===== config.mk =====
export PLATFORM = sky130hd
export DESIGN_NAME = efp_ctrl
export DESIGN_NICKNAME = d
export VERILOG_FILES = /design/src/efp_pkg.sv /design/src/efp_ctrl.sv
export SDC_FILE = /design/constraint.sdc
export NUM_CORES = 1
export LEC_CHECK = 0
export ABC_AREA = 1
export BUFFER_PORTS_ARGS = -buffer_cell sky130_fd_sc_hd__buf_2
export CAP_MARGIN = 20
export CORE_AREA = 3 3 40 42
export DETAILED_ROUTE_END_ITERATION = 8
export DIE_AREA = 0 0 43 45
export SYNTH_ARGS = -nofsm -noshare
export SYNTH_HDL_FRONTEND = slang
export SYNTH_SLANG_ARGS = --single-unit

===== constraint.sdc =====
create_clock -name clk_i -period 2.49 [get_ports clk_i]
set_input_delay 0.249 -clock clk_i [delete_from_list [all_inputs] [get_ports clk_i]]
set_output_delay 0.249 -clock clk_i [all_outputs]
set_load 0.02 [all_outputs]

===== src/efp_pkg.sv =====
// Shared types and constants for the escape-time fractal pixel core.
// Used by the register bank, controller, datapath and top level.
package efp_pkg;

  localparam int PIX_W   = 12;
  localparam int D_W     = 14;
  localparam int STEP_W  = 31;
  localparam int WORD_W  = 32;
  localparam int LIMIT_W = 7;
  localparam int COUNT_W = 8;
  localparam int IDX_W   = 2;

  localparam logic [IDX_W-1:0] REG_STEP_SIZE   = 2'd0;
  localparam logic [IDX_W-1:0] REG_OFFSET_REAL = 2'd1;
  localparam logic [IDX_W-1:0] REG_OFFSET_IMAG = 2'd2;
  localparam logic [IDX_W-1:0] REG_ITER_LIMIT  = 2'd3;

  localparam logic [STEP_W-1:0]  STEP_RESET  = 31'd1073742;
  localparam logic [WORD_W-1:0]  OFF_RE_RESET = 32'hF4CC_CCCD;
  localparam logic [WORD_W-1:0]  OFF_IM_RESET = 32'h0000_0000;
  localparam logic [LIMIT_W-1:0] LIMIT_RESET  = 7'd127;

  typedef struct packed {
    logic [STEP_W-1:0]         step_size;
    logic signed [WORD_W-1:0]  offset_real;
    logic signed [WORD_W-1:0]  offset_imag;
    logic [LIMIT_W-1:0]        iteration_limit;
  } efp_cfg_t;

  // Commands from the controller to the datapath.
  typedef struct packed {
    logic capture;
    logic map_mul;
    logic map_add;
    logic iter_mul;
    logic iter_eval;
  } efp_cmd_t;

  // Status from the datapath, valid while iter_eval is issued.
  typedef struct packed {
    logic stop;
    logic hit;
  } efp_sts_t;

  typedef struct packed {
    logic [7:0]         blue;
    logic [7:0]         green;
    logic [7:0]         red;
    logic               in_set;
    logic [LIMIT_W-1:0] iter_count;
  } efp_res_t;

  // Clamp a wide signed value to the signed 32-bit range.
  function automatic logic signed [WORD_W-1:0] sat32(input logic signed [65:0] v);
    logic signed [WORD_W-1:0] r;
    if (v > 66'sd2147483647) begin
      r = 32'sh7FFF_FFFF;
    end else if (v < -66'sd2147483648) begin
      r = 32'sh8000_0000;
    end else begin
      r = v[WORD_W-1:0];
    end
    return r;
  endfunction

endpackage


===== src/efp_ctrl.sv =====
// Sequencing state machine of the fractal pixel core.
// Depends on efp_pkg for the command and status structs.
module efp_ctrl
  import efp_pkg::*;
(
  input  logic     clk_i,
  input  logic     rst_ni,
  input  logic     in_valid_i,
  output logic     in_ready_o,
  input  logic     out_free_i,
  output logic     out_load_o,
  input  efp_sts_t sts_i,
  output efp_cmd_t cmd_o
);

  localparam logic [2:0] ST_IDLE    = 3'd0;
  localparam logic [2:0] ST_MAP_MUL = 3'd1;
  localparam logic [2:0] ST_MAP_ADD = 3'd2;
  localparam logic [2:0] ST_MUL     = 3'd3;
  localparam logic [2:0] ST_EVAL    = 3'd4;
  localparam logic [2:0] ST_FIN     = 3'd5;

  logic [2:0] state_q, state_d;

  always_comb begin
    state_d    = state_q;
    cmd_o      = '0;
    in_ready_o = 1'b0;
    out_load_o = 1'b0;
    unique case (state_q)
      ST_IDLE: begin
        in_ready_o  = 1'b1;
        cmd_o.capture = in_valid_i;
        if (in_valid_i) state_d = ST_MAP_MUL;
      end
      ST_MAP_MUL: begin
        cmd_o.map_mul = 1'b1;
        state_d       = ST_MAP_ADD;
      end
      ST_MAP_ADD: begin
        cmd_o.map_add = 1'b1;
        state_d       = ST_MUL;
      end
      ST_MUL: begin
        cmd_o.iter_mul = 1'b1;
        state_d        = ST_EVAL;
      end
      ST_EVAL: begin
        cmd_o.iter_eval = 1'b1;
        state_d = (sts_i.stop || sts_i.hit) ? ST_FIN : ST_MUL;
      end
      ST_FIN: begin
        // Wait here while the previous word still sits in the output register.
        out_load_o = out_free_i;
        if (out_free_i) state_d = ST_IDLE;
      end
      default: state_d = ST_IDLE;
    endcase
  end

  always_ff @(posedge clk_i or negedge rst_ni) begin
    if (!rst_ni) begin
      state_q <= ST_IDLE;
    end else begin
      state_q <= state_d;
    end
  end

endmodule


==> metrics <==
syn_nets 39; wirelength, routed 510 um; CORE AREA between 1000 and 1500 um^2; DRC 0; DR vias 250; GP Congestion 0.6890; Startpoint Class flip-flop; first-pass GRT wire length 848 um; Synth warnings 0; WP data required 2240 ps; # setup viols final 0; Avg WL per Cell 7.846 um; Max Cap Violations 0; Hold EP state_q[1]; IO Port Bufs 12; Mapped Avg Cell Area 6.483 um^2; via/cell ratio 3.846; share of cells above drive strength 1 0.3800; cell with the most instances after synthesis inv_1; synth cell count leaders inv_1, nand2_1, nand3_1; Post-synth EDFFs 0; number of cells on the worst hold path 4; TNS Setup 0 ps; IR drop worst, VDD 0.0002253 V; crit path max fanout 6; Die ar. about 1900 um^2; top cell type's share of synthesized area 0.3509; Site Rows 13; Gate Count Post-Synth 33; Setup crit end kind primary output; fin nets 57; largest net degree at the start of global routing 8; FFs w/ async S/R, synth 1.000; Critical R2R Capture state_q[0]; R2R setup slack 1550 ps; max reg flops 3; I/O pins 13; worst r2r src state_q[1]; final slew viol count 0; Post-DRT Antenna Nets 0; Least-Margin Pin Slew 233.6 ps; Power, Total slightly above 400 uW; top post-synthesis cells by area dfrtp_1, inv_1, nand3_1, nand2_1, nor4_2; Cell variety after synth 11; RSZ-0062 raised after global routing no; starting density of the core 0.1665; Pwr Density approximately 1200 nW/um^2; period utilisation layout 0.5714; postcts setup bufs 0; DRT Pass-1 Iters 2; initial antenna violation count 0; biggest registers after layout state_q x3; part of the Yosys area used for sequential elements 0.3509; CTS Root Cell clkbuf_4; TritonCTS Buffers 3; GRT Total Usage 0.06083; # clock sinks 3; n_diodes 0; post-route insts no fill 65; Final Hold Vio Count 0; HPWL Detailed 434.7 um; critical path arrival 1170 ps; multi-input combinational cell area 93.84 um^2; WS Path Type reg -> out; Place WS ~1300 ps; Max Clk Rate around 700 MHz; vias in the first global route 239; hold path start sts_i[1]; post-layout min period between 1000 and 1500 ps; initial DRC count 4; flops & latches, synth 3; Top FF cell, synth dfrtp_1; Die Y 45 um; Reg area 75.07 um^2; P&R area growth vs syn 53.80%; Slew HR 0.8443; Skew-Pair Late Insertion Delay 230 ps; Design Area, Final 329.1 um^2; leading area contributor after synthesis dfrtp_1; CTS tree built; Hold Path Class in -> reg; Top reg by flops state_q; static leakage ~0.22 nW; Post-DP Area 292.8 um^2; # fillers 157; Setup Skew 3.716 ps; CTS Buffer Depth 2; placed cells 60; r2r worst-path depth 4; outcome finished, final reports clean; Die Width approximately 43 um; H-tree levels 1; Synth Cell Area 214.0 um^2; final setup margin roughly 1100 ps; clock-pin transition on the worst setup and hold timing paths 40 ps; total grt overflow 0
## critical path, cell delays in order, from the launching register on
cell and delay, ps:
dfrtp_1 430, inv_1 110, nor4_2 210, buf_2 200
## power breakdown
| part | internal, mW | switching [mW] | total (mW) | leakage, nW |
|---|---|---|---|---|
| Combinational | 0.0739 | 0.145 | 0.219 | 0.164 |
| Clock | 0.0600 | 0.0240 | 0.0840 | 0.0150 |
| Sequential | 0.0718 | 0.0331 | 0.105 | 0.0373 |
## how the worst max path moves through the flow
stage / startpoint / end / cells after the start
final: state_q[0] / out_load_o / 3
after global routing: state_q[0] / out_load_o / 3
after detailed placement: state_q[0] / out_load_o / 3
after floorplan: state_q[1] / out_load_o / 1
after CTS: state_q[0] / out_load_o / 3
after global placement: state_q[1] / out_load_o / 2
## cell families after synthesis
logic type / count (synthesis) / share of synthesized area
AO/OA/AOI/OAI: 2 / 0.04679
buffers and inverters: 12 / 0.2105
flip-flops: 3 / 0.3509
AND/OR/NAND/NOR: 16 / 0.3918
## metrics by stage
stage | hold WS, ps | util
after global routing | 327.0 | 0.2561
after floorplan | -46.59 | -
final | 285.0 | 0.2561
after CTS | 275.8 | 0.2561
after detailed placement | 49.41 | 0.2278
after global placement | 48.85 | 0.2278
## area by class of cell
cell class / instances / area share
Sequential cell: 3 / 0.2281
Inverter: 12 / 0.1369
Clock buffer: 4 / 0.07985
Multi-Input combinational cell: 18 / 0.2852
Timing Repair Buffer: 13 / 0.2129
Tap cell: 15 / 0.05703
## placed cells by master, fill, tap and decap left out
master and n:
nand4_1 1, o21ai_1 2, clkbuf_1 1, nor4_2 1, nor2_1 3, nand3_1 5, clkinv_1 1, nor3_2 1
inv_1 9, nand2_1 5, clkbuf_4 3, dfrtp_1 3, inv_2 2, dlygate4sd3_1 1, buf_2 12
## what timing repair did
action	4_1_cts	5_1_grt
endpoints found under the hold margin	3	0
gates resized for setup	0	0
hold buffers	1	0
## routing by layer
layer  vias to the layer above  GRT usage  wire length (um)
li1                        133          -                 -
met1                       111    0.06763               208
met2                         6    0.08683               260
met3                         0    0.02789                41
met4                         0    0.05422                 0
met5                         -          0                 0
No activity file was read; power rests on OpenSTA's default activity.
