<file path="config.mk">
export PLATFORM = sky130hd
export DESIGN_NAME = efp_cfg_regs
export DESIGN_NICKNAME = d
export VERILOG_FILES = /design/src/efp_pkg.sv /design/src/efp_cfg_regs.sv
export SDC_FILE = /design/constraint.sdc
export NUM_CORES = 1
export LEC_CHECK = 0
export BUFFER_PORTS_ARGS = -buffer_cell sky130_fd_sc_hd__buf_2
export CAP_MARGIN = 40
export CORE_MARGIN = 2
export CORE_UTILIZATION = 44
export DETAILED_ROUTE_END_ITERATION = 12
export PLACE_DENSITY = 0.83
export SYNTH_ARGS = -nofsm -noshare
export SYNTH_HDL_FRONTEND = slang
export SYNTH_SLANG_ARGS = --single-unit
</file>
<file path="constraint.sdc">
create_clock -name clk_i -period 0.8 [get_ports clk_i]
set_input_delay 0.12 -clock clk_i [delete_from_list [all_inputs] [get_ports clk_i]]
set_output_delay 0.12 -clock clk_i [all_outputs]
set_load 0.03 [all_outputs]
</file>
<file path="src/efp_pkg.sv">
// Shared types and constants for the escape-time fractal pixel core.
// Used by the register bank, controller, datapath and top level.
package efp_pkg;

  localparam int PIX_W   = 12;
  localparam int D_W     = 14;
  localparam int STEP_W  = 31;
  localparam int WORD_W  = 32;
  localparam int LIMIT_W = 7;
  localparam int COUNT_W = 8;
  localparam int IDX_W   = 2;

  localparam logic [IDX_W-1:0] REG_STEP_SIZE   = 2'd0;
  localparam logic [IDX_W-1:0] REG_OFFSET_REAL = 2'd1;
  localparam logic [IDX_W-1:0] REG_OFFSET_IMAG = 2'd2;
  localparam logic [IDX_W-1:0] REG_ITER_LIMIT  = 2'd3;

  localparam logic [STEP_W-1:0]  STEP_RESET  = 31'd1073742;
  localparam logic [WORD_W-1:0]  OFF_RE_RESET = 32'hF4CC_CCCD;
  localparam logic [WORD_W-1:0]  OFF_IM_RESET = 32'h0000_0000;
  localparam logic [LIMIT_W-1:0] LIMIT_RESET  = 7'd127;

  typedef struct packed {
    logic [STEP_W-1:0]         step_size;
    logic signed [WORD_W-1:0]  offset_real;
    logic signed [WORD_W-1:0]  offset_imag;
    logic [LIMIT_W-1:0]        iteration_limit;
  } efp_cfg_t;

  // Commands from the controller to the datapath.
  typedef struct packed {
    logic capture;
    logic map_mul;
    logic map_add;
    logic iter_mul;
    logic iter_eval;
  } efp_cmd_t;

  // Status from the datapath, valid while iter_eval is issued.
  typedef struct packed {
    logic stop;
    logic hit;
  } efp_sts_t;

  typedef struct packed {
    logic [7:0]         blue;
    logic [7:0]         green;
    logic [7:0]         red;
    logic               in_set;
    logic [LIMIT_W-1:0] iter_count;
  } efp_res_t;

  // Clamp a wide signed value to the signed 32-bit range.
  function automatic logic signed [WORD_W-1:0] sat32(input logic signed [65:0] v);
    logic signed [WORD_W-1:0] r;
    if (v > 66'sd2147483647) begin
      r = 32'sh7FFF_FFFF;
    end else if (v < -66'sd2147483648) begin
      r = 32'sh8000_0000;
    end else begin
      r = v[WORD_W-1:0];
    end
    return r;
  endfunction

endpackage

</file>
<file path="src/efp_cfg_regs.sv">
// Configuration register bank of the fractal pixel core.
// Depends on efp_pkg for register indexes, reset values and the config struct.
module efp_cfg_regs
  import efp_pkg::*;
(
  input  logic              clk_i,
  input  logic              rst_ni,
  input  logic              we_i,
  input  logic [IDX_W-1:0]  idx_i,
  input  logic [WORD_W-1:0] wdata_i,
  output efp_cfg_t          cfg_o
);

  efp_cfg_t cfg_q;

  always_ff @(posedge clk_i or negedge rst_ni) begin
    if (!rst_ni) begin
      cfg_q.step_size       <= STEP_RESET;
      cfg_q.offset_real     <= OFF_RE_RESET;
      cfg_q.offset_imag     <= OFF_IM_RESET;
      cfg_q.iteration_limit <= LIMIT_RESET;
    end else if (we_i) begin
      unique case (idx_i)
        REG_STEP_SIZE:   cfg_q.step_size       <= wdata_i[STEP_W-1:0];
        REG_OFFSET_REAL: cfg_q.offset_real     <= wdata_i;
        REG_OFFSET_IMAG: cfg_q.offset_imag     <= wdata_i;
        REG_ITER_LIMIT:  cfg_q.iteration_limit <= wdata_i[LIMIT_W-1:0];
        default: ;
      endcase
    end
  end

  assign cfg_o = cfg_q;

endmodule

</file>
==> results.py <==
metrics = {
    "placement": {
        "dp_cells": 461,
        "gp_congestion": 0.778,
        "dp_hpwl_um": 5540,
        "port_buffers": 138,
    },
    "critical_path": {
        "cpMaxStageDelayCell": "dfstp_2",
        "critPathMaxStageDelay_ns": 0.58,
        "cp_top_family": "flip-flops",
        "rr_endpoint": "cfg_o[13]$_DFFE_PN0P_",
        "cp_num_buf_inv": 1,
        "worstPathCellList": "buf_6",
        "cp.arrival_ns": 1.08,
        "cp_max_fo": 2,
        "ff2ff_setup_slack_ns": -0.14,
        "r2r-start": "cfg_o[13]$_DFFE_PN0P_",
        "end_kind": "output port",
        "critPathLaunch": "cfg_o[5]$_DFFE_PN1P_",
        "ff2ff_path_depth": 2,
        "criticalPathCategory": "reg -> out",
        "start_kind": "flop",
        "cp.required_ns": 0.68,
    },
    "finish": {
        "post-route-util_pct": 77.2,
        "final_common_cell": "buf_6",
        "area_growth_pct": 73.2,
        "finalNonFillerCells": 540,
        "nFillCells": 432,
        "layout_common_cells": "buf_6, mux2_4, dfrtp_1, dfstp_2, buf_2",
        "drive_gt1_share_pct": 83.6,
        "diodes": 0,
        "nets": 464,
        "largest_reg_flops": 102,
    },
    "clock_tree": {
        "htree_levels": 3,
        "cts.sinks": 102,
        "cts_buffer_depth": 2,
        "cts_tree": "built",
        "cts_root_buf": "clkbuf_8",
        "cts_made_buffers": 9,
        "path_clk_slew_ns": 0.11,
        "clock_latency_ns": 0.36,
    },
    "power": {
        "pwr-share-clk_pct": 18.1,
        "seq_power_share_pct": 40.9,
        "power_density_nw_per_um2": 2680,
        "p_sw_mw": 6.21,
        "swShare_pct": 35.0,
        "p_leak_nw": 3.25,
        "p_total_mw": 17.7,
        "p_int_mw": 11.5,
        "comb_power_share_pct": 40.9,
        "peakVddDrop_uv": 1580,
    },
    "route": {
        "wl_um": 12700,
        "first_iter_violations": 78,
        "vias": 2796,
        "wl_per_cell_um": 23.6,
        "drc": 0,
        "final_antenna_net_count": 0,
        "drt_first_pass_iters": 4,
        "routed_via_density": 5.18,
    },
    "sta": {
        "setup_viol": 195,
        "finalMaxSlewViolations": 0,
        "holdWs_ns": 0.0215,
        "rsz0062_at_grt": "yes",
        "layout_setup_ws_ns": -0.399,
        "finalCriticalPeriod_ns": 1.20,
        "tightest_slew_ns": 0.291,
        "hold_violations": 0,
        "fin_skew_ns": 0,
        "finalCritPeriodShare_pct": 150,
        "max_slew_margin_pct": 80.6,
        "fmax_ghz": 0.834,
    },
    "floorplan": {
        "die_w_um": 97.3,
        "initial_core_util_pct": 44.5,
        "std_cell_rows": 34,
        "dieArea_um2": 9460,
        "io_pins": 139,
        "die_y_um": 97.3,
        "core_um2": 8590,
    },
    "logic_synthesis": {
        "netlist_instances": 217,
        "syn_avg_cell_area_um2": 17.6,
        "synth_seq_cells": 102,
        "yosys.area.top_type": "dfrtp_1",
        "ys_types": 9,
        "ys_warn_count": 0,
        "synth_top_area_share_pct": 45.1,
        "syn_nets": 254,
        "synth_seq_area_share_pct": 67.8,
        "synth_area_leaders": "dfrtp_1, mux2_2, dfstp_2, buf_2, buf_4",
        "syn_area_um2": 3830,
    },
    "worst_hold_path": {
        "holdPathEnd": "cfg_o[65]$_DFFE_PN1P_",
        "hold_path.class": "in -> reg",
        "min_from": "wdata_i[26]",
        "min_path_cells": 2,
    },
    "status": {
        "failed_checks": "setup timing",
        "status": "finished, violations left",
    },
    "flow_run": {
        "maxCapViolations": 0,
    },
    "global_routing": {
        "grt_use_total_pct": 22.7,
        "overflow": 0,
        "grt_pass1_wl_um": 16700,
        "grt_start_max_net_pins": 43,
        "grt_antenna_before_repair": 0,
        "grt_pass1_vias": 3013,
    },
}
-- stage by stage --
stage,TNS (ns),worst slack [ns],cell area (um2)
after global placement,-35.55,-0.407,4770
after floorplan,-14.76,-0.194,3880
after CTS,-32.48,-0.392,6150
final,-36.51,-0.399,6630
after global routing,-40.02,-0.429,6630
after detailed placement,-38.20,-0.433,4770
-- worst max path at each step --
| stage | slack [ns] | depth (start not counted) | to |
|---|---|---|---|
| after floorplan | -0.19 | 3 | cfg_o[100]$_DFFE_PN0P_ |
| after global routing | -0.43 | 1 | cfg_o[58] |
| after detailed placement | -0.43 | 4 | cfg_o[83]$_DFFE_PN0P_ |
| final | -0.40 | 1 | cfg_o[5] |
| after CTS | -0.39 | 1 | cfg_o[1] |
| after global placement | -0.41 | 4 | cfg_o[96]$_DFFE_PN0P_ |
-- power groups by stage --
stage,Sequential (mW),Combinational [mW],Clock (mW)
after floorplan,8.95,1.03,0
after global placement,6.89,4.48,0
after detailed placement,6.95,4.58,0
after CTS,7.11,6.38,3.19
after global routing,7.35,7.53,3.47
final,7.26,7.26,3.22
-- routing by layer --
layer	vias to the layer above	global-route usage, %	part of all wire (%)	wire length [um]
met5	-	0	0	0
met4	0	5.56	2.5	318
met3	29	6.04	5.6	711
met2	127	40.4	52	6680
met1	1456	27.6	40	5040
li1	1184	-	-	-
-- final cells by class --
cell class              count  area, um2  area share (%)
repair buffers            208       2230            33.7
well taps                 108        135            2.04
clock inverters             6       55.1           0.830
clock buffers              10        138            2.08
flip-flops and latches    102       2600            39.2
multi-input cells         106       1470            22.2
-- repair_timing --
| action | 4_1_cts | 5_1_grt |
|---|---|---|
| hold buffers | 3 | 0 |
| pin swaps | 2 | 2 |
| gates cloned | 5 | 4 |
| buffers inserted | 25 | 31 |
| endpoints found under the setup margin | 140 | 198 |
| hold endpoints to repair | 77 | 0 |
| resized for setup | 252 | 66 |
-- synthesized netlist by cell type --
library cell / number
mux2_2: 100
nand3b_1: 2
dfrtp_1: 69
nand3_1: 1
mux2_1: 2
buf_4: 3
nor3b_2: 1
buf_2: 6
dfstp_2: 33
-- cell families after synthesis --
group / share of synthesized area [%]
AND/OR/NAND/NOR: 0.850
multiplexers: 30.0
flip-flops: 67.8
buffers and inverters: 1.37
Power figures use the tool's default switching activity.
